<file path="src/rtl/bmw_pkg.sv">
package bmw_pkg;

    localparam int WINDOW_DEF    = 3;
    localparam int MAX_WIDTH_DEF = 1024;

    localparam int IMG_W_W    = 11;
    localparam int IMG_H_W    = 13;
    localparam int CFG_IDX_W  = 2;
    localparam int CFG_DATA_W = 13;
    localparam int TDATA_W    = 8;

    localparam int QUEUE_DEPTH = 4;
    localparam int QPTR_W      = 2;
    localparam int QLEVEL_W    = 3;

    localparam logic [CFG_IDX_W-1:0] CFG_MODE   = 2'd0;
    localparam logic [CFG_IDX_W-1:0] CFG_WIDTH  = 2'd1;
    localparam logic [CFG_IDX_W-1:0] CFG_HEIGHT = 2'd2;

    localparam logic MODE_ERODE  = 1'b0;
    localparam logic MODE_DILATE = 1'b1;

    localparam logic [IMG_W_W-1:0] WIDTH_RST  = 11'd640;
    localparam logic [IMG_H_W-1:0] HEIGHT_RST = 13'd480;

    // per-result flags handed from front to back
    typedef struct packed {
        logic center;
        logic interior;
        logic last;
    } t_flags;

endpackage

</file>
<file path="src/rtl/bmw_back.sv">
module bmw_back
    import bmw_pkg::*;
#(
    parameter int NR = 3
) (
    input  logic          i_clk,
    input  logic          i_rst_n,
    input  logic          i_mode,
    input  logic          i_valid,
    input  logic [NR-1:0] i_col,
    input  t_flags        i_flags,
    output logic          o_pop,
    output logic          o_m_tvalid,
    input  logic          i_m_tready,
    output logic          o_pixel,
    output logic          o_last
);

    logic [NR*NR-1:0] r_win;
    logic [NR*NR-1:0] n_win;
    logic             r_out_valid;
    logic             r_out_pixel;
    logic             r_out_last;
    logic             w_result;

    assign o_pop = i_valid && (!r_out_valid || i_m_tready);

    // newest column in the low bits; the window order does not matter
    // for a plain AND / OR
    assign n_win = {r_win[NR*NR-NR-1:0], i_col};

    always_comb begin
        if (!i_flags.interior) begin
            w_result = i_flags.center;
        end else if (i_mode == MODE_DILATE) begin
            w_result = |n_win;
        end else begin
            w_result = &n_win;
        end
    end

    always_ff @(posedge i_clk) begin
        if (!i_rst_n) begin
            r_out_valid <= 1'b0;
        end else if (o_pop) begin
            r_out_valid <= 1'b1;
        end else if (i_m_tready) begin
            r_out_valid <= 1'b0;
        end
    end

    always_ff @(posedge i_clk) begin
        if (o_pop) begin
            r_win       <= n_win;
            r_out_pixel <= w_result;
            r_out_last  <= i_flags.last;
        end
    end

    assign o_m_tvalid = r_out_valid;
    assign o_pixel    = r_out_pixel;
    assign o_last     = r_out_last;

`ifndef ASSERT_OFF
    a_pop_loads: assert property (@(posedge i_clk) disable iff (!i_rst_n)
        o_pop |=> r_out_valid)
        else $error("popped item did not reach the output register");
`endif

endmodule

</file>
<file path="config.mk">
export PLATFORM = sky130hd
export DESIGN_NAME = bmw_back
export DESIGN_NICKNAME = d
export VERILOG_FILES = /design/src/rtl/bmw_pkg.sv /design/src/rtl/bmw_back.sv
export SDC_FILE = /design/constraint.sdc
export NUM_CORES = 1
export LEC_CHECK = 0
export ABC_CLOCK_PERIOD_IN_PS = 2400
export BUFFER_PORTS_ARGS = -buffer_cell sky130_fd_sc_hd__clkbuf_2
export CAP_MARGIN = 20
export CORE_AREA = 2 2 39 41
export DETAILED_ROUTE_END_ITERATION = 8
export DIE_AREA = 0 0 41 43
export RECOVER_POWER = 100
export SLEW_MARGIN = 20
export SYNTH_ARGS = -nofsm -noshare
export SYNTH_HDL_FRONTEND = slang
export SYNTH_SLANG_ARGS = --single-unit
</file>
<file path="constraint.sdc">
create_clock -name i_clk -period 2.4 [get_ports i_clk]
set_input_delay 0.48 -clock i_clk [delete_from_list [all_inputs] [get_ports i_clk]]
set_output_delay 0.48 -clock i_clk [all_outputs]
set_load 0.01 [all_outputs]
</file>
## Yosys cells after proc, flatten, opt, wreduce, memory -nomap -nowiden

Cells that the tools add are included.

| word-level totals | value |
|---|---|
| memories kept | 0 |
| bits in read-only memories | 0 |
| bits in writable memories | 0 |
| input bits | 11 |
| bits in registers | 9 |
| bits in latches | 0 |

| operators by class | value |
|---|---|
| order comparisons | 0 |
| bitwise gates (word level) | 0 |
| equal/unequal tests | 0 |
| mux-type cells | 4 |
| div/mod/pow operators | 0 |
| reduce and logical (&&, ||, !) cells | 6 |
| shifts and indexed selects | 0 |
| add/subtract/negate cells | 0 |
| multipliers | 0 |

Operators by type and width:

| cell | count |
|---|---|
| $reduce_and 9->1 | 1 |
| $reduce_or 9->1 | 1 |
| $mux 1 | 4 |
| $reduce_bool 2->1 | 1 |
| $logic_and 1x1->1 | 1 |
| $logic_not 1->1 | 1 |
| $logic_or 1x1->1 | 1 |

## Logic depth before layout (Yosys ltp)

| logic depth | value |
|---|---|
| depth after elaboration | 4 |
| depth in mapped cells | 3 |
| gate-level depth less buffers | 3 |

## Least setup slack after synthesis

No wires, ideal clock.

| timing | value |
|---|---|
| path type | input to output |
| start point | in i_m_tready |
| end point | out o_pop |
| path buffers | 0 |
| slack | 0.869 ns |
| stages | 2 |
| data required time | 1.920 ns |
| data arrival time | 1.051 ns |
| cell sequence | nor2b_1 nor2b_1 |

| between the ends | value |
|---|---|
| word-level cells in the longest chain between the ends | 2 |

RTL lines:

| what | RTL line | source |
|---|---|---|
| start: declaration | bmw_back.sv:14 | `input logic i_m_tready,` |
| $logic_or 1x1->1 | bmw_back.sv:26 | `assign o_pop = i_valid && (!r_out_valid \|\| i_m_tready);` |
| $logic_and 1x1->1 | bmw_back.sv:26 |  |
| end: declaration | bmw_back.sv:12 | `output logic o_pop,` |

Every way passes these cells.

## Worst setup path after layout

| timing | value |
|---|---|
| start point | reg r_out_valid, in the netlist o_m_tvalid |
| end point | out o_pop |

| between the ends | value |
|---|---|
| word-level cells in the longest chain between the ends | 3 |

RTL lines:

| what | RTL line | source |
|---|---|---|
| start: declaration | bmw_back.sv:21 | `logic r_out_valid;` |
| start signal: assignment | bmw_back.sv:44 | `r_out_valid <= 1'b0;` |
| start signal: assignment | bmw_back.sv:46 | `r_out_valid <= 1'b1;` |
| start signal: assignment | bmw_back.sv:48 | `r_out_valid <= 1'b0;` |
| $logic_not 1->1 | bmw_back.sv:26 |  |
| $logic_or 1x1->1 | bmw_back.sv:26 |  |
| $logic_and 1x1->1 | bmw_back.sv:26 |  |

Every way passes these cells.

==> impl_metrics.env <==
export IMPL_ys_top_cells_by_area="edfxtp_1 (68%), nor4_2 (7.1%), dfxtp_1 (5.7%)"
export IMPL_n_antenna_cell=0
export IMPL_wl_um=550
export IMPL_hold_class="input pin to flip-flop"
export IMPL_outcome="finished clean"
export IMPL_fmaxAchievable_ghz=0.5477
export IMPL_vdd_drop_max_v=0.0002536
export IMPL_ys_types=11
export IMPL_cts_root_buffer="clkbuf_4"
export IMPL_dpl_cell_area_um2=449.2
export IMPL_synth_net_count=32
export IMPL_layout_drive_gt1_share_pct=27.50
export IMPL_cts_buffer_depth=2
export IMPL_cp_start_kind="flip-flop"
export IMPL_dieArea_um2=1763
export IMPL_hold_buffers=0
export IMPL_place_congestion=0.6210
export IMPL_wl_per_cell_um=9.821
export IMPL_syn2layout_area_growth_pct=29.89
export IMPL_insertion_delay_ps=250
export IMPL_ff2ff_path_depth=3
export IMPL_cts_htree_levels=1
export IMPL_leakage_nw=0.1615
export IMPL_synthCells=21
export IMPL_ios=15
export IMPL_rows=14
export IMPL_crit_type="flip-flop to output port"
export IMPL_cts_tree="done"
export IMPL_dp_cells=52
export IMPL_postLayoutCellArea_um2=456.7
export IMPL_synth_top_area_share_pct=68.33
export IMPL_whs_path_depth=1
export IMPL_ant_nets=0
export IMPL_clock_sinks=9
export IMPL_dpl_worst_slack_ps=865.1
export IMPL_post_cts_setup_buffer_count=0
export IMPL_critPathCaptureType="output port"
export IMPL_die_h_um=43
export IMPL_fin_cells=56
export IMPL_vias=241
export IMPL_report_final_setup_viol=0
export IMPL_skew_ps=1.146
export IMPL_hold_viol=0
export IMPL_fp_dieW_um=41
export IMPL_fin_nets=52
export IMPL_antenna_found_initial=0
export IMPL_yosysSeqAreaShare_pct=74.02
export IMPL_worstMarginPinSlew_ps=439.1
export IMPL_period_share_pct=76.07
export IMPL_fin_crit_ps=1826
export IMPL_coreArea_um2=1384
export IMPL_clk_pin_slew_ps=60
export IMPL_setup_ws_ps=574.2
export IMPL_num_fill_cells=148
export IMPL_grt_max_degree=10
export IMPL_cp_max_fo=9
export IMPL_cts_resized=0
export IMPL_required_ps=1920
export IMPL_cts_buffers=3
export IMPL_drv_cap=0
export IMPL_vias_per_cell=4.304
export IMPL_start_util_pct=25.41
export IMPL_slew_violations=0
export IMPL_yosysWarnings=0
export IMPL_numPortBuffers=14
export IMPL_first_pass_iters=3
export IMPL_ys_ff_latch=9
export IMPL_syn_avg_cell_area_um2=16.74
export IMPL_grt_overflow=0
export IMPL_yosys_area_top_type="edfxtp_1"
export IMPL_max_slew_margin_rel_pct=70.73
export IMPL_grt_pass1_vias=201
export IMPL_grt_total_usage_pct=7.026
export IMPL_cp_arrival_ps=1350
export IMPL_drc=0
export IMPL_powerDensity_nw_per_um2=715.1
export IMPL_setup_tns_ps=0
export IMPL_rsz0062_at_grt="false"
export IMPL_grt_first_pass_wirelength_um=786
export IMPL_drt_iter0_drc=10
export IMPL_synth_area_um2=351.6
## cells in the mapped netlist
library cell and n:
nor4_2 2, edfxtp_1 8, o211ai_1 1, a21oi_1 1, nand2b_1 1, inv_1 1
dfxtp_1 1, nor2b_1 2, nand4_1 2, o221a_1 1, o21a_1 1
## where the power goes
| group | internal [mW] | switching, mW |
|---|---|---|
| clock network | 0.0639 | 0.0498 |
| registers | 0.182 | 0.00469 |
| logic | 0.0122 | 0.0138 |
| total | 0.258 | 0.0683 |
## through the flow
stage          power, mW  util [%]  hold WS (ps)
6_report          0.3266     33.00         400.9
5_1_grt           0.3452     33.00         384.4
4_1_cts           0.3397     34.36         388.6
3_5_place_dp      0.2203     32.46         488.9
3_3_place_gp      0.2196     32.46         484.7
2_1_floorplan     0.2020         -         471.2
## layer usage
| layer | global-route usage [%] | up-vias | wire (um) |
|---|---|---|---|
| met5 | 0 | - | 0 |
| li1 | - | 124 | - |
| met2 | 10.00 | 12 | 228 |
| met1 | 8.418 | 105 | 266 |
| met3 | 3.141 | 0 | 55 |
| met4 | 4.000 | 0 | 0 |
## worst max-delay path: stages (launching register included)
cell and delay [ps]:
dfxtp_1 300, nor2b_1 130, nor2b_1 100, clkbuf_1 360, clkbuf_1 200
## state kept, by name (all words and copies together), names as in the netlist
register,count
o_pixel,1
r_win,6
o_last,1
o_m_tvalid,1
## logic make-up after synthesis
logic type / Yosys count / share of synthesized area [%]
and+or+nand+nor: 7 / 16.01
AOI/OAI and AO/OA: 4 / 8.897
buffers and inverters: 1 / 1.067
DFF: 9 / 74.02
## area by class of cell
type / count / area, um2 / share of cell area, %
clock buffer: 4 / 26.28 / 5.753
timing repair buffer: 15 / 65.06 / 14.25
inverter: 1 / 3.754 / 0.8219
multi-input combinational: 11 / 81.33 / 17.81
tap: 16 / 20.02 / 4.384
sequential: 9 / 260.3 / 56.99
## worst paths after layout
path | to | startpoint | slack [ps]
worst max-delay path | o_pop | o_m_tvalid | 570
worst min-delay path | o_last | i_flags[0] | 400
worst max register to register | o_pixel | r_win[0] | 1050
worst min register to register | r_win[3] | r_win[0] | 490
## cell usage in the layout, fill, tap and decap left out, drive strengths merged
cell type  netlist  final
a21oi            1      1
clkbuf           0     19
dfxtp            1      1
edfxtp           8      8
inv              1      1
nand2b           1      1
nand4            2      2
nor2b            2      2
nor4             2      2
o211ai           1      1
o21a             1      1
o221a            1      1
No activity file was read; power rests on OpenSTA's default activity.
