$ cat config.mk
export PLATFORM = sky130hd
export DESIGN_NAME = bmw_queue
export DESIGN_NICKNAME = d
export VERILOG_FILES = /design/src/rtl/bmw_pkg.sv /design/src/rtl/bmw_queue.sv
export SDC_FILE = /design/constraint.sdc
export NUM_CORES = 1
export LEC_CHECK = 0
export BUFFER_PORTS_ARGS = -buffer_cell sky130_fd_sc_hd__buf_2
export CAP_MARGIN = 20
export CORE_ASPECT_RATIO = 0.7
export CORE_UTILIZATION = 54
export DETAILED_ROUTE_END_ITERATION = 10
export PLACE_DENSITY = 0.76
export SLEW_MARGIN = 10
export SYNTH_ARGS = -nofsm -noshare
export SYNTH_HDL_FRONTEND = slang
export SYNTH_SLANG_ARGS = --single-unit
$ cat constraint.sdc
create_clock -name i_clk -period 2.2 [get_ports i_clk]
set_input_delay 0.33 -clock i_clk [delete_from_list [all_inputs] [get_ports i_clk]]
set_output_delay 0.33 -clock i_clk [all_outputs]
set_load 0.05 [all_outputs]
$ cat src/rtl/bmw_pkg.sv
package bmw_pkg;

    localparam int WINDOW_DEF    = 3;
    localparam int MAX_WIDTH_DEF = 1024;

    localparam int IMG_W_W    = 11;
    localparam int IMG_H_W    = 13;
    localparam int CFG_IDX_W  = 2;
    localparam int CFG_DATA_W = 13;
    localparam int TDATA_W    = 8;

    localparam int QUEUE_DEPTH = 4;
    localparam int QPTR_W      = 2;
    localparam int QLEVEL_W    = 3;

    localparam logic [CFG_IDX_W-1:0] CFG_MODE   = 2'd0;
    localparam logic [CFG_IDX_W-1:0] CFG_WIDTH  = 2'd1;
    localparam logic [CFG_IDX_W-1:0] CFG_HEIGHT = 2'd2;

    localparam logic MODE_ERODE  = 1'b0;
    localparam logic MODE_DILATE = 1'b1;

    localparam logic [IMG_W_W-1:0] WIDTH_RST  = 11'd640;
    localparam logic [IMG_H_W-1:0] HEIGHT_RST = 13'd480;

    // per-result flags handed from front to back
    typedef struct packed {
        logic center;
        logic interior;
        logic last;
    } t_flags;

endpackage

$ cat src/rtl/bmw_queue.sv
module bmw_queue
    import bmw_pkg::*;
#(
    parameter int NR = 3
) (
    input  logic                i_clk,
    input  logic                i_rst_n,
    input  logic                i_push,
    input  logic [NR-1:0]       i_col,
    input  t_flags              i_flags,
    input  logic                i_pop,
    output logic                o_valid,
    output logic [NR-1:0]       o_col,
    output t_flags              o_flags,
    output logic [QLEVEL_W-1:0] o_level
);

    logic [NR-1:0]       r_col [QUEUE_DEPTH];
    t_flags              r_flg [QUEUE_DEPTH];
    logic [QPTR_W-1:0]   r_wptr;
    logic [QPTR_W-1:0]   r_rptr;
    logic [QLEVEL_W-1:0] r_level;
    logic                w_pop;

    assign w_pop = i_pop && (r_level != '0);

    always_ff @(posedge i_clk) begin
        if (!i_rst_n) begin
            r_wptr  <= '0;
            r_rptr  <= '0;
            r_level <= '0;
        end else begin
            if (i_push) begin
                r_wptr <= r_wptr + QPTR_W'(1);
            end
            if (w_pop) begin
                r_rptr <= r_rptr + QPTR_W'(1);
            end
            r_level <= r_level + QLEVEL_W'(i_push) - QLEVEL_W'(w_pop);
        end
    end

    always_ff @(posedge i_clk) begin
        if (i_push) begin
            r_col[r_wptr] <= i_col;
            r_flg[r_wptr] <= i_flags;
        end
    end

    assign o_valid = (r_level != '0);
    assign o_col   = r_col[r_rptr];
    assign o_flags = r_flg[r_rptr];
    assign o_level = r_level;

`ifndef ASSERT_OFF
    a_no_overflow: assert property (@(posedge i_clk) disable iff (!i_rst_n)
        i_push |-> r_level < QLEVEL_W'(QUEUE_DEPTH))
        else $error("item pushed into a full queue");

    a_level_bound: assert property (@(posedge i_clk) disable iff (!i_rst_n)
        r_level <= QLEVEL_W'(QUEUE_DEPTH))
        else $error("queue level beyond depth");
`endif

endmodule

Yosys cells after proc, flatten, opt, wreduce, memory -nomap -nowiden --
Memory sizes are Yosys's and may differ from the RTL's. A register that Yosys moved wholly into a read port is not among the register bits. Cells that the tools add are included.
Word-level totals: memories 2, register bits after elaboration 7, output and inout port bits 10, word-level logic and storage cells 17, RAM bits 24, input bits 10
Memory list:
- r_col | depth 4, bits a word 3, rd ports 1, clocked after Yosys merged registers in 1, wr ports 1, line bmw_queue.sv:18 | logic [NR-1:0] r_col [QUEUE_DEPTH];
- r_flg | depth 4, bits a word 3, rd ports 1, clocked after Yosys merged registers in 1, wr ports 1, line bmw_queue.sv:19 | t_flags r_flg [QUEUE_DEPTH];
Operators by class: multiplexer cells 6, add/sub/neg operators 4, reduce and logical (&&, ||, !) cells 2
Operators by type and width (count):
- $mux 2 | 4
- $add 2x1->2 const B | 2
- $add 3x1->3 | 1
- $reduce_bool 3->1 | 1
- $sub 3x1->3 | 1
- $mux 1 | 2
- $logic_and 1x1->1 | 1

Longest topological paths before layout --
Gate-level depths: netlist of run 1.
depth in word-level cells 4, depth in mapped cells 7, mapped depth without buffers 7

Worst setup path before layout of run 1 --
No wires, ideal clock.
path type flip-flop to flip-flop, start register r_level[1], in the netlist o_level[1], end register r_level[2], in the netlist o_level[2], cell stages (with the launch flop) 8, arrival 2.092 ns, library setup time 0.115 ns, data required time 2.085 ns, clock period less this slack 2.207 ns, path buffers 0, path slack -0.007 ns, path through dfxtp_1 o31a_2 ha_1 inv_1 ha_1 fa_1 xnor3_1 and2_1
Between the ends: longest elaborated chain between the ends 3, elaborated cells between the ends (all ways) 4, classes of those cells 2 x add/sub; 2 x reduce/logical
Ends and longest elaborated chain:
- start: declaration | line bmw_queue.sv:22 | logic [QLEVEL_W-1:0] r_level;
- start signal: assignment | line bmw_queue.sv:39 | r_level <= r_level + QLEVEL_W'(i_push) - QLEVEL_W'(w_pop);
- $reduce_bool 3->1 | line bmw_queue.sv:25 | assign w_pop = i_pop && (r_level != '0);
- $logic_and 1x1->1 | line bmw_queue.sv:25
- named net w_pop | line bmw_queue.sv:23 | logic w_pop;
- $sub 3x1->3 | line bmw_queue.sv:39
The timed path passes the listed nets, and every way through them passes these cells. A chain may end at the register's enable or synchronous reset.

Worst setup path after layout of run 1 --
Same ends and word-level chain as after synthesis.

==> results of run 1 <==
-- final timing paths --
path	from	endpoint	slack (ns)
worst max register to register	o_level[1]$_SDFF_PN0_	o_level[2]$_SDFF_PN0_	0.14
worst max-delay path	o_level[1]$_SDFF_PN0_	o_level[2]$_SDFF_PN0_	0.14
worst min register to register	r_rptr[1]$_SDFFE_PN0P_	r_rptr[1]$_SDFFE_PN0P_	0.50
worst min-delay path	i_flags[0]	r_flg[1][0]$_DFFE_PP_	0.21
-- critical path, cell delays in order, from the launching register on --
cell	delay, ns
dfxtp_2	0.36
o31a_2	0.39
ha_1	0.28
inv_1	0.04
ha_1	0.18
fa_1	0.38
xnor3_1	0.19
and2_1	0.16
-- kinds of logic (layout without fill, tap and decap cells) --
kind of cell,count (synthesis),after routing,synth area share [%]
multiplexers,10,10,13.10
buffers and inverters,7,33,2.526
AND/OR/NAND/NOR,14,14,6.175
AO/OA/AOI/OAI,2,2,1.403
adder cells (fa/ha/maj),7,7,7.109
XOR/XNOR,2,2,2.339
flip-flops,33,33,67.35
-- power groups by stage --
stage	combinational, W	sequential, W	clock, W
2_1_floorplan	0.000442	0.000865	0
3_3_place_gp	0.000583	0.000817	0
3_5_place_dp	0.000598	0.000825	0
4_1_cts	0.000600	0.000811	0.000326
5_1_grt	0.000640	0.000822	0.000350
6_report	0.000593	0.000809	0.000321
-- metal layers --
metal	wire length, um	vias to the layer above	track usage (%)
li1	-	330	-
met5	0	-	0
met3	114	6	6.567
met4	42	0	12.00
met1	982	339	28.78
met2	896	16	25.16
-- final cells by class --
| type | count | area share, % |
|---|---|---|
| Timing Repair Buffer | 19 | 6.281 |
| Tap cell | 32 | 2.645 |
| Clock buffer | 6 | 2.727 |
| Multi-Input combinational cell | 35 | 26.61 |
| Inverter | 6 | 1.488 |
| Clock inverter | 2 | 0.6612 |
| Sequential cell | 33 | 59.59 |
-- cell usage after synthesis (all sizes together) --
library cell | instances | area (um^2)
buf | 1 | 11.26
xor2 | 1 | 8.760
nand2 | 2 | 7.510
o311ai | 1 | 8.760
nand2b | 2 | 12.51
or3 | 1 | 6.260
mux4 | 6 | 135.1
mux2i | 4 | 40.04
edfxtp | 24 | 720.7
xnor3 | 1 | 22.52
dfxtp | 9 | 180.2
and2 | 8 | 50.05
nor2b | 1 | 6.260
ha | 6 | 75.07
o31a | 1 | 10.01
fa | 1 | 20.02
inv | 6 | 22.52
-- flip-flops by register name, indices dropped and copies added (netlist names), named ones only --
name / cells
o_level: 3
r_col: 12
r_flg: 12
r_rptr: 2
r_wptr: 2
-- per-stage QoR --
| step | setup WS [ns] | utilization [%] | hold slack (ns) | instances |
|---|---|---|---|---|
| after floorplan | 0.01974 | - | 0.4289 | 75 |
| after global placement | 0.2052 | 65.23 | 0.4583 | 125 |
| after detailed placement | 0.1340 | 65.23 | 0.4777 | 125 |
| after CTS | 0.1135 | 67.52 | 0.1959 | 133 |
| after global routing | 0.04636 | 67.52 | 0.1936 | 133 |
| final | 0.1377 | 67.52 | 0.2110 | 133 |
==> impl_table.tex, run 1 <==
\begin{tabular}{lr}
\hline
Metric & Value \\
\hline
\multicolumn{2}{l}{\textbf{Run status}} \\
\quad Status & complete, no violations \\
\multicolumn{2}{l}{\textbf{Pwr}} \\
\quad Proportion of power drawn by combinational gates & 34.4\% \\
\quad Lkg Pwr & 0.5900 nW \\
\quad Peak VDD IR & 0.0005985 V \\
\quad Total chip power & 0.001722 W \\
\quad Clock network fraction of design power & 18.6\% \\
\quad Sequential share of power & 47.0\% \\
\quad Sw Ratio & 37.47\% \\
\quad Internal power component & 0.001077 W \\
\quad Pwr dens & 1137 mW/mm\^{}2 \\
\quad Switching power summed over all nets & 0.0006452 W \\
\multicolumn{2}{l}{\textbf{Cells and area}} \\
\quad Final-stage net count & 117 \\
\quad Area used by multi-input combinational logic & 402.9 um\^{}2 \\
\quad ANT cells & 0 \\
\quad Area taken by flip-flops and latches & 902.1 um\^{}2 \\
\quad Final standard cell area without fillers & 0.001514 mm\^{}2 \\
\quad Commonest non-fill, non-tap cell in the layout & edfxtp\_1 \\
\quad Proportion of layout cells with a drive suffix above 1 & 33.66\% \\
\quad Synth-to-Final Area Change & 13.19\% \\
\quad Commonest cells after routing, fill and taps aside & edfxtp\_1, buf\_2, and2\_1, dfxtp\_1 \\
\quad Filler instances & 179 \\
\multicolumn{2}{l}{\textbf{Global routing}} \\
\quad Global-route usage over all layers & 19.59\% \\
\quad Grt ovf & 0 \\
\quad Initial antenna violation count & 0 \\
\quad Largest net degree at the start of global routing & 11 \\
\quad Via count of the first global-routing pass & 701 \\
\quad Wire length of the first global-routing pass & 3450 um \\
\multicolumn{2}{l}{\textbf{Critical path}} \\
\quad Critical path required time & 2.44 ns \\
\quad FF-to-FF path depth & 7 \\
\quad Endpoint kind of the worst setup timing path & flip-flop \\
\quad Critical path startpoint category & flip-flop \\
\quad Endpoint arrival time on the critical path & 2.30 ns \\
\quad Biggest fanout along the worst timing path & 6 \\
\quad Start-to-end type of the worst setup path & flip-flop to flip-flop \\
\multicolumn{2}{l}{\textbf{Die}} \\
\quad Area of the die & 0.002683 mm\^{}2 \\
\quad Die outline height & 43.64 um \\
\quad Total number of placement rows & 14 \\
\quad Die X & 61.49 um \\
\quad Initial Utilization & 59.65\% \\
\quad Core Area & 0.002242 mm\^{}2 \\
\quad Number of placed I/O pins & 20 \\
\multicolumn{2}{l}{\textbf{Synthesis}} \\
\quad Number of flip-flops and latches in the synthesized netlist & 33 \\
\quad Sequential-to-total area share from yosys stat & 67.35\% \\
\quad Synthesized Nets & 92 \\
\quad Syn. warnings & 0 \\
\quad Number of instances in the synthesized netlist & 75 \\
\quad Post-synthesis instance area & 0.001338 mm\^{}2 \\
\quad Number of distinct standard cells referenced by the synthesized netlist & 17 \\
\quad Syn Area/Cell & 17.83 um\^{}2 \\
\multicolumn{2}{l}{\textbf{Timing}} \\
\quad Setup repair after global routing missed its margin & no \\
\quad Maximum clock frequency & 484.9 MHz \\
\quad Final Setup Violations & 0 \\
\quad Max-slew headroom at the worst pin & 72.29\% \\
\quad Transition at the pin with the smallest max-transition slack & 0.4150 ns \\
\quad Shortest clock period the worst path allows after layout & 2.062 ns \\
\quad Total negative setup slack & 0 ns \\
\quad Clock Skew & 0.001024 ns \\
\quad Final Hold Vio Count & 0 \\
\quad Final Max Tran Viols & 0 \\
\quad Crit share post-route & 93.74\% \\
\multicolumn{2}{l}{\textbf{Placement}} \\
\quad Hpwl dp & 1455 um \\
\quad \# port buffers & 19 \\
\quad Weighted congestion reported at the end of routability-driven placement & 0.7227 \\
\quad Instance area at placement & 0.001463 mm\^{}2 \\
\multicolumn{2}{l}{\textbf{Route}} \\
\quad First-iteration detailed-routing DRC count & 23 \\
\quad Average vias per placed instance & 5.195 \\
\quad Detailed-route DRC error count & 0 \\
\quad Count of antenna-violating nets left after detailed routing & 0 \\
\quad First drt pass iteration count & 2 \\
\quad Routed length per placed instance & 15.30 um \\
\quad Final wirelength & 2035 um \\
\quad Via total after detailed routing & 691 \\
\multicolumn{2}{l}{\textbf{Worst hold path}} \\
\quad Classification of the worst-slack hold path & input pin to flip-flop \\
\quad Hold depth & 1 \\
\multicolumn{2}{l}{\textbf{Clocking}} \\
\quad Number of cells upsized or downsized after cts & 0 \\
\quad CTS H-tree lvls & 2 \\
\quad Post-CTS setup-driven buffer insertion count & 0 \\
\quad CTS root buf & clkbuf\_4 \\
\quad Clock tree from TritonCTS & done \\
\quad Clock latency reported for the late side of the worst-skew pair & 0.33 ns \\
\quad Number of CTS-inserted buffers & 5 \\
\quad Buffer depth of the longest clock path & 2 \\
\quad Number of buffers inserted by hold repair at cts & 0 \\
\quad Clock edge transition at the registers on the reported setup and hold paths & 0.10 ns \\
\quad Number of sinks handled by clock tree synthesis & 33 \\
\multicolumn{2}{l}{\textbf{Flow run}} \\
\quad Maxcap violations & 0 \\
\hline
\end{tabular}
Note: power is estimated with default switching activity, not from simulation.
==> run 2: changes to the inputs <==
- BUFFER_PORTS_ARGS: -buffer_cell sky130_fd_sc_hd__buf_2 -> -buffer_cell sky130_fd_sc_hd__buf_4
- SETUP_SLACK_MARGIN: unset -> 0.1
==> impl_table.tex, run 2 (synthesized netlist as in run 1, its figures left out) <==
\begin{tabular}{lr}
\hline
Metric & Value \\
\hline
\multicolumn{2}{l}{\textbf{Run status}} \\
\quad Status & complete, no violations (unchanged) \\
\multicolumn{2}{l}{\textbf{Die}} \\
\quad Area of the die & 0.002683 mm\^{}2 (unchanged) \\
\quad Die X & 61.49 um (unchanged) \\
\quad Total number of placement rows & 14 (unchanged) \\
\quad Die outline height & 43.64 um (unchanged) \\
\quad Number of placed I/O pins & 20 (unchanged) \\
\quad Core Area & 0.002242 mm\^{}2 (unchanged) \\
\quad Initial Utilization & 59.65\% (unchanged) \\
\multicolumn{2}{l}{\textbf{Worst hold path}} \\
\quad Classification of the worst-slack hold path & input pin to flip-flop (unchanged) \\
\multicolumn{2}{l}{\textbf{Critical path}} \\
\quad Reg-to-reg slack, setup & 0.18 ns (was 0.14 ns) \\
\quad Biggest fanout along the worst timing path & 6 (unchanged) \\
\quad Sequence of cells on the critical path & o31a\_4, ha\_1, inv\_1, ha\_1, fa\_2, xnor3\_1, and2\_1 (was o31a\_2, ha\_1, inv\_1, ha\_1, fa\_1, xnor3\_1, and2\_1) \\
\quad Endpoint kind of the worst setup timing path & flip-flop (unchanged) \\
\quad Critical path startpoint category & flip-flop (unchanged) \\
\quad Most common cell on crit path & ha\_1 (unchanged) \\
\quad Start-to-end type of the worst setup path & flip-flop to flip-flop (unchanged) \\
\quad Maximum single-stage delay on the critical path & 0.38 ns (was 0.39 ns) \\
\quad Endpoint arrival time on the critical path & 2.25 ns (was 2.30 ns) \\
\quad Critical path required time & 2.43 ns (was 2.44 ns) \\
\quad Slowest stage cell, crit path & dfxtp\_4 (was o31a\_2) \\
\multicolumn{2}{l}{\textbf{Flow run}} \\
\quad Maxcap violations & 0 (unchanged) \\
\multicolumn{2}{l}{\textbf{Pwr}} \\
\quad Internal power component & 0.001144 W (was 0.001077 W) \\
\quad Switching power summed over all nets & 0.0006609 W (was 0.0006452 W) \\
\quad Sw Ratio & 36.62\% (was 37.47\%) \\
\quad Proportion of power drawn by combinational gates & 36.9\% (was 34.4\%) \\
\quad Clock network fraction of design power & 17.6\% (was 18.6\%) \\
\quad Sequential share of power & 45.5\% (was 47.0\%) \\
\quad Pwr dens & 1144 mW/mm\^{}2 (was 1137 mW/mm\^{}2) \\
\quad Lkg Pwr & 0.6094 nW (was 0.5900 nW) \\
\quad Peak VDD IR & 0.0005621 V (was 0.0005985 V) \\
\multicolumn{2}{l}{\textbf{Clocking}} \\
\quad CTS H-tree lvls & 2 (unchanged) \\
\quad Number of sinks handled by clock tree synthesis & 33 (unchanged) \\
\quad Clock edge transition at the registers on the reported setup and hold paths & 0.10 ns (about the same) \\
\quad Post-CTS setup-driven buffer insertion count & 0 (unchanged) \\
\quad Clock tree from TritonCTS & done (unchanged) \\
\quad Number of buffers inserted by hold repair at cts & 0 (unchanged) \\
\quad Buffer depth of the longest clock path & 2 (unchanged) \\
\quad CTS root buf & clkbuf\_4 (unchanged) \\
\quad Number of CTS-inserted buffers & 5 (unchanged) \\
\quad Clock latency reported for the late side of the worst-skew pair & 0.32 ns (was 0.33 ns) \\
\multicolumn{2}{l}{\textbf{Timing}} \\
\quad Shortest clock period the worst path allows after layout & 2.024 ns (was 2.062 ns) \\
\quad Max-slew headroom at the worst pin & 77.78\% (was 72.29\%) \\
\quad Setup repair after global routing missed its margin & no (unchanged) \\
\quad Clock Skew & 0.005340 ns (was 0.001024 ns) \\
\quad Final Hold Vio Count & 0 (unchanged) \\
\quad Total negative setup slack & 0 ns (unchanged) \\
\quad Final Setup Violations & 0 (unchanged) \\
\quad Final hold slack & 0.2037 ns (was 0.2110 ns) \\
\quad Maximum clock frequency & 494.0 MHz (was 484.9 MHz) \\
\quad Transition at the pin with the smallest max-transition slack & 0.3281 ns (was 0.4150 ns) \\
\quad Crit share post-route & 92.01\% (was 93.74\%) \\
\quad Final Max Tran Viols & 0 (unchanged) \\
\multicolumn{2}{l}{\textbf{Cells and area}} \\
\quad Synth-to-Final Area Change & 17.96\% (was 13.19\%) \\
\quad Final core utilization & 70.37\% (was 67.52\%) \\
\quad Final-stage net count & 117 (unchanged) \\
\quad ANT cells & 0 (unchanged) \\
\quad Final standard cell area without fillers & 0.001578 mm\^{}2 (was 0.001514 mm\^{}2) \\
\quad Commonest cells after routing, fill and taps aside & edfxtp\_1, buf\_4, and2\_1 (was edfxtp\_1, buf\_2, and2\_1, dfxtp\_1) \\
\quad Proportion of layout cells with a drive suffix above 1 & 37.62\% (was 33.66\%) \\
\quad Filler instances & 167 (was 179) \\
\quad Commonest non-fill, non-tap cell in the layout & edfxtp\_1 (unchanged) \\
\multicolumn{2}{l}{\textbf{Route}} \\
\quad First-iteration detailed-routing DRC count & 18 (was 23) \\
\quad First drt pass iteration count & 4 (was 2) \\
\quad Average vias per placed instance & 5.150 (was 5.195) \\
\quad Final wirelength & 2169 um (was 2035 um) \\
\quad Detailed-route DRC error count & 0 (unchanged) \\
\quad Routed length per placed instance & 16.31 um (was 15.30 um) \\
\quad Via total after detailed routing & 685 (was 691) \\
\quad Count of antenna-violating nets left after detailed routing & 0 (unchanged) \\
\multicolumn{2}{l}{\textbf{Global routing}} \\
\quad Wire length of the first global-routing pass & 3443 um (was 3450 um) \\
\quad Largest net degree at the start of global routing & 11 (unchanged) \\
\quad Global-route usage over all layers & 19.45\% (was 19.59\%) \\
\quad Grt ovf & 0 (unchanged) \\
\quad Via count of the first global-routing pass & 672 (was 701) \\
\quad Initial antenna violation count & 0 (unchanged) \\
\multicolumn{2}{l}{\textbf{Placement}} \\
\quad Hpwl dp & 1536 um (was 1455 um) \\
\quad \# port buffers & 19 (unchanged) \\
\quad Instance area at placement & 0.001513 mm\^{}2 (was 0.001463 mm\^{}2) \\
\quad Weighted congestion reported at the end of routability-driven placement & 0.7034 (was 0.7227) \\
\hline
\end{tabular}
==> run 2: cell count changes in the layout (fill, tap and decap cells not counted), moves of 2 or more <==
cell	previous run	this run
buf_2	19	0
buf_4	0	19
dfxtp_1	8	5
dfxtp_2	1	3
==> run 2: metal layers <==
layer  share of wire, %  up-vias  track usage [%]
met2                 48       15            26.24
met5                  0        -                0
met1                 48      342            28.72
li1                   -      328                -
met4                  0        0            9.333
met3                4.2        0            6.269
==> run 2: layout make-up <==
type                    count  area [um^2]  share of cell area [%]
well taps                  32        40.04                   2.538
multi-input cells          35        412.9                   26.17
inverters                   6        22.52                   1.427
repair buffers             19        142.6                   9.040
clock buffers               6        41.29                   2.617
clock inverters             2        10.01                  0.6344
flip-flops and latches     33        908.4                   57.57
==> run 2: path summary, 6_finish.rpt <==
kind	from	endpoint	depth (start not counted)
setup / recovery	o_level[1]$_SDFF_PN0_	o_level[2]$_SDFF_PN0_	7
hold / removal	i_flags[2]	r_flg[3][2]$_DFFE_PP_	1
setup reg to reg	o_level[1]$_SDFF_PN0_	o_level[2]$_SDFF_PN0_	7
hold reg to reg	r_rptr[0]$_SDFFE_PN0P_	r_rptr[0]$_SDFFE_PN0P_	2
==> run 2: power groups by stage <==
stage / Sequential, W / Combinational [W] / Clock, W
final: 0.000822 / 0.000665 / 0.000318
after global routing: 0.000838 / 0.000707 / 0.000351
after detailed placement: 0.000830 / 0.000656 / 0
after floorplan: 0.000869 / 0.000442 / 0
after global placement: 0.000823 / 0.000633 / 0
after CTS: 0.000815 / 0.000660 / 0.000324
==> run 2: through the flow <==
stage / power, W / setup slack (ns) / cells
after floorplan: 0.001311 / 0.1160 / 75
after global placement: 0.001456 / 0.2000 / 125
after detailed placement: 0.001486 / 0.1176 / 125
after CTS: 0.001799 / 0.1039 / 133
after global routing: 0.001897 / 0.1150 / 133
final: 0.001805 / 0.1758 / 133
==> run 2: what timing repair did <==
item	4_1_cts	5_1_grt
endpoints found under the setup margin	0	6
endpoints found under the hold margin	0	0
gates resized for setup	0	4
==> run 2: worst max-delay path, delay by kind of cell (launching register included) <==
family / cells / cell delay [ns]
compound gates: 1 / 0.38
flops: 1 / 0.38
simple gates: 1 / 0.16
buf+inv: 1 / 0.04
fa+ha+maj: 3 / 0.80
xor+xnor: 1 / 0.18
==> run 3: changes to the inputs <==
- CORE_UTILIZATION: 54 -> 28
- PLACE_DENSITY: 0.76 -> unset
==> impl_table.tex, run 3 (synthesized netlist as in run 1, its figures left out) <==
\begin{tabular}{lr}
\hline
Metric & Value \\
\hline
\multicolumn{2}{l}{\textbf{Critical path}} \\
\quad Worst R2R End & o\_level[2]\$\_SDFF\_PN0\_ (unchanged) \\
\quad Start-to-end type of the worst setup path & flip-flop to flip-flop (unchanged) \\
\quad R2R Path Start & o\_level[1]\$\_SDFF\_PN0\_ (unchanged) \\
\quad Endpoint arrival time on the critical path & 2.16 ns (was 2.25 ns) \\
\quad Slowest stage cell, crit path & o31a\_4 (was dfxtp\_4) \\
\quad FF-to-FF path depth & 7 (unchanged) \\
\quad Maximum single-stage delay on the critical path & 0.37 ns (was 0.38 ns) \\
\quad Critical path startpoint category & flip-flop (unchanged) \\
\quad Top Family by Delay on Critical Path & adder cells (unchanged) \\
\quad Most common cell on crit path & ha\_1 (unchanged) \\
\quad Critical path required time & 2.37 ns (was 2.43 ns) \\
\quad Biggest fanout along the worst timing path & 6 (unchanged) \\
\quad Reg-to-reg slack, setup & 0.22 ns (was 0.18 ns) \\
\quad Worst path bufs/invs & 1 (unchanged) \\
\quad Endpoint kind of the worst setup timing path & flip-flop (unchanged) \\
\quad Sequence of cells on the critical path & o31a\_4, ha\_1, inv\_1, ha\_1, fa\_2, xnor3\_1, and2\_1 (unchanged) \\
\multicolumn{2}{l}{\textbf{Clocking}} \\
\quad Post-CTS setup-driven buffer insertion count & 0 (unchanged) \\
\quad Clock tree from TritonCTS & done (unchanged) \\
\quad Clock latency reported for the late side of the worst-skew pair & 0.28 ns (was 0.32 ns) \\
\quad Number of CTS-inserted buffers & 5 (unchanged) \\
\quad CTS H-tree lvls & 2 (unchanged) \\
\quad Clock edge transition at the registers on the reported setup and hold paths & 0.07 ns (was 0.10 ns) \\
\quad Number of sinks handled by clock tree synthesis & 33 (unchanged) \\
\quad CTS root buf & clkbuf\_8 (was clkbuf\_4) \\
\quad Number of buffers inserted by hold repair at cts & 0 (unchanged) \\
\quad Buffer depth of the longest clock path & 2 (unchanged) \\
\quad Number of cells upsized or downsized after cts & 0 (unchanged) \\
\multicolumn{2}{l}{\textbf{Global routing}} \\
\quad Grt ovf & 0 (unchanged) \\
\quad Global-route usage over all layers & 10.04\% (was 19.45\%) \\
\quad Initial antenna violation count & 0 (unchanged) \\
\quad Wire length of the first global-routing pass & 3519 um (was 3443 um) \\
\quad Via count of the first global-routing pass & 751 (was 672) \\
\quad Largest net degree at the start of global routing & 12 (was 11) \\
\multicolumn{2}{l}{\textbf{Cells and area}} \\
\quad Commonest cells after routing, fill and taps aside & edfxtp\_1, buf\_4, and2\_1 (unchanged) \\
\quad Proportion of layout cells with a drive suffix above 1 & 37.62\% (unchanged) \\
\quad Filler instances & 435 (was 167) \\
\quad Final-stage net count & 117 (unchanged) \\
\quad Area taken by flip-flops and latches & 907.1 um\^{}2 (was 908.4 um\^{}2) \\
\quad Final standard cell area without fillers & 0.001640 mm\^{}2 (was 0.001578 mm\^{}2) \\
\quad Synth-to-Final Area Change & 22.64\% (was 17.96\%) \\
\quad Area used by multi-input combinational logic & 412.9 um\^{}2 (unchanged) \\
\quad Commonest non-fill, non-tap cell in the layout & edfxtp\_1 (unchanged) \\
\quad ANT cells & 0 (unchanged) \\
\multicolumn{2}{l}{\textbf{Placement}} \\
\quad Hpwl dp & 1605 um (was 1536 um) \\
\quad Instance area at placement & 0.001541 mm\^{}2 (was 0.001513 mm\^{}2) \\
\quad \# port buffers & 19 (unchanged) \\
\quad Weighted congestion reported at the end of routability-driven placement & 0.6920 (was 0.7034) \\
\multicolumn{2}{l}{\textbf{Route}} \\
\quad Routed length per placed instance & 14.14 um (was 16.31 um) \\
\quad Via total after detailed routing & 692 (was 685) \\
\quad Final wirelength & 2206 um (was 2169 um) \\
\quad Count of antenna-violating nets left after detailed routing & 0 (unchanged) \\
\quad First drt pass iteration count & 7 (was 4) \\
\quad First-iteration detailed-routing DRC count & 22 (was 18) \\
\quad Average vias per placed instance & 4.436 (was 5.150) \\
\quad Detailed-route DRC error count & 1 (was 0) \\
\multicolumn{2}{l}{\textbf{Pwr}} \\
\quad Lkg Pwr & 0.6210 nW (was 0.6094 nW) \\
\quad Pwr dens & 1164 mW/mm\^{}2 (was 1144 mW/mm\^{}2) \\
\quad Peak VDD IR & 0.0003362 V (was 0.0005621 V) \\
\multicolumn{2}{l}{\textbf{Worst hold path}} \\
\quad Worst hold start & i\_col[1] (was i\_flags[2]) \\
\quad Hold depth & 1 (unchanged) \\
\quad Capture endpoint of the worst hold path & r\_col[3][1]\$\_DFFE\_PP\_ (was r\_flg[3][2]\$\_DFFE\_PP\_) \\
\quad Classification of the worst-slack hold path & input pin to flip-flop (unchanged) \\
\multicolumn{2}{l}{\textbf{Timing}} \\
\quad Setup repair after global routing missed its margin & no (unchanged) \\
\quad Total negative setup slack & 0 ns (unchanged) \\
\quad Final Max Tran Viols & 0 (unchanged) \\
\quad Clock Skew & 0.005061 ns (was 0.005340 ns) \\
\quad Final Hold Vio Count & 0 (unchanged) \\
\quad Max-slew headroom at the worst pin & 71.25\% (was 77.78\%) \\
\quad Final Setup Violations & 0 (unchanged) \\
\quad Crit share post-route & 90.03\% (was 92.01\%) \\
\quad Maximum clock frequency & 504.9 MHz (was 494.0 MHz) \\
\quad Transition at the pin with the smallest max-transition slack & 0.4307 ns (was 0.3281 ns) \\
\quad Shortest clock period the worst path allows after layout & 1.981 ns (was 2.024 ns) \\
\multicolumn{2}{l}{\textbf{Die}} \\
\quad Initial Utilization & 30.03\% (was 59.65\%) \\
\quad Total number of placement rows & 20 (was 14) \\
\quad Area of the die & 0.005062 mm\^{}2 (was 0.002683 mm\^{}2) \\
\quad Die outline height & 59.83 um (was 43.64 um) \\
\quad Number of placed I/O pins & 20 (unchanged) \\
\quad Core Area & 0.004454 mm\^{}2 (was 0.002242 mm\^{}2) \\
\quad Die X & 84.61 um (was 61.49 um) \\
\multicolumn{2}{l}{\textbf{Run status}} \\
\quad Status & finished with violations (was complete, no violations) \\
\quad Failing checks & DRC \\
\multicolumn{2}{l}{\textbf{Flow run}} \\
\quad Maxcap violations & 0 (unchanged) \\
\hline
\end{tabular}
## run 3: cell type report
type                    instances  area share [%]
clock inverters                 3           1.068
repair buffers                 19           8.696
multi-input cells              35           25.17
inverters                       6           1.373
clock buffers                   5           4.195
well taps                      55           4.195
flip-flops and latches         33           55.30
## run 3: metrics by stage
step / hold WS (ns) / setup WS [ns] / util, % / power, W / instances
global route: 0.2307 / 0.1257 / 36.83 / 0.002007 / 156
global placement: 0.4593 / 0.2109 / 34.61 / 0.001462 / 148
finish: 0.2470 / 0.2194 / 36.83 / 0.001909 / 156
floorplan: 0.4289 / 0.1160 / - / 0.001311 / 75
CTS: 0.2389 / 0.1606 / 36.54 / 0.001924 / 156
detailed placement: 0.4958 / 0.1733 / 34.61 / 0.001484 / 148
## run 3: routing by layer
metal	routed length, um	track usage, %
met5	0	0
met4	40	5.811
met3	114	4.006
met2	1051	16.84
met1	999	11.15
## run 3: worst max-delay path by stage
stage | start | to | depth (start not counted)
finish | o_level[1]$_SDFF_PN0_ | o_level[2]$_SDFF_PN0_ | 7
floorplan | o_level[1]$_SDFF_PN0_ | o_level[2]$_SDFF_PN0_ | 7
CTS | o_level[1]$_SDFF_PN0_ | o_level[2]$_SDFF_PN0_ | 7
global route | o_level[1]$_SDFF_PN0_ | o_level[2]$_SDFF_PN0_ | 7
global placement | o_level[1]$_SDFF_PN0_ | o_level[2]$_SDFF_PN0_ | 7
detailed placement | o_level[1]$_SDFF_PN0_ | o_level[2]$_SDFF_PN0_ | 7
## run 3: power by group
part	internal (W)	leakage, nW	switching [W]
Sequential	0.000742	0.296	0.0000756
Combinational	0.000274	0.281	0.000381
Clock	0.000218	0.0439	0.000218
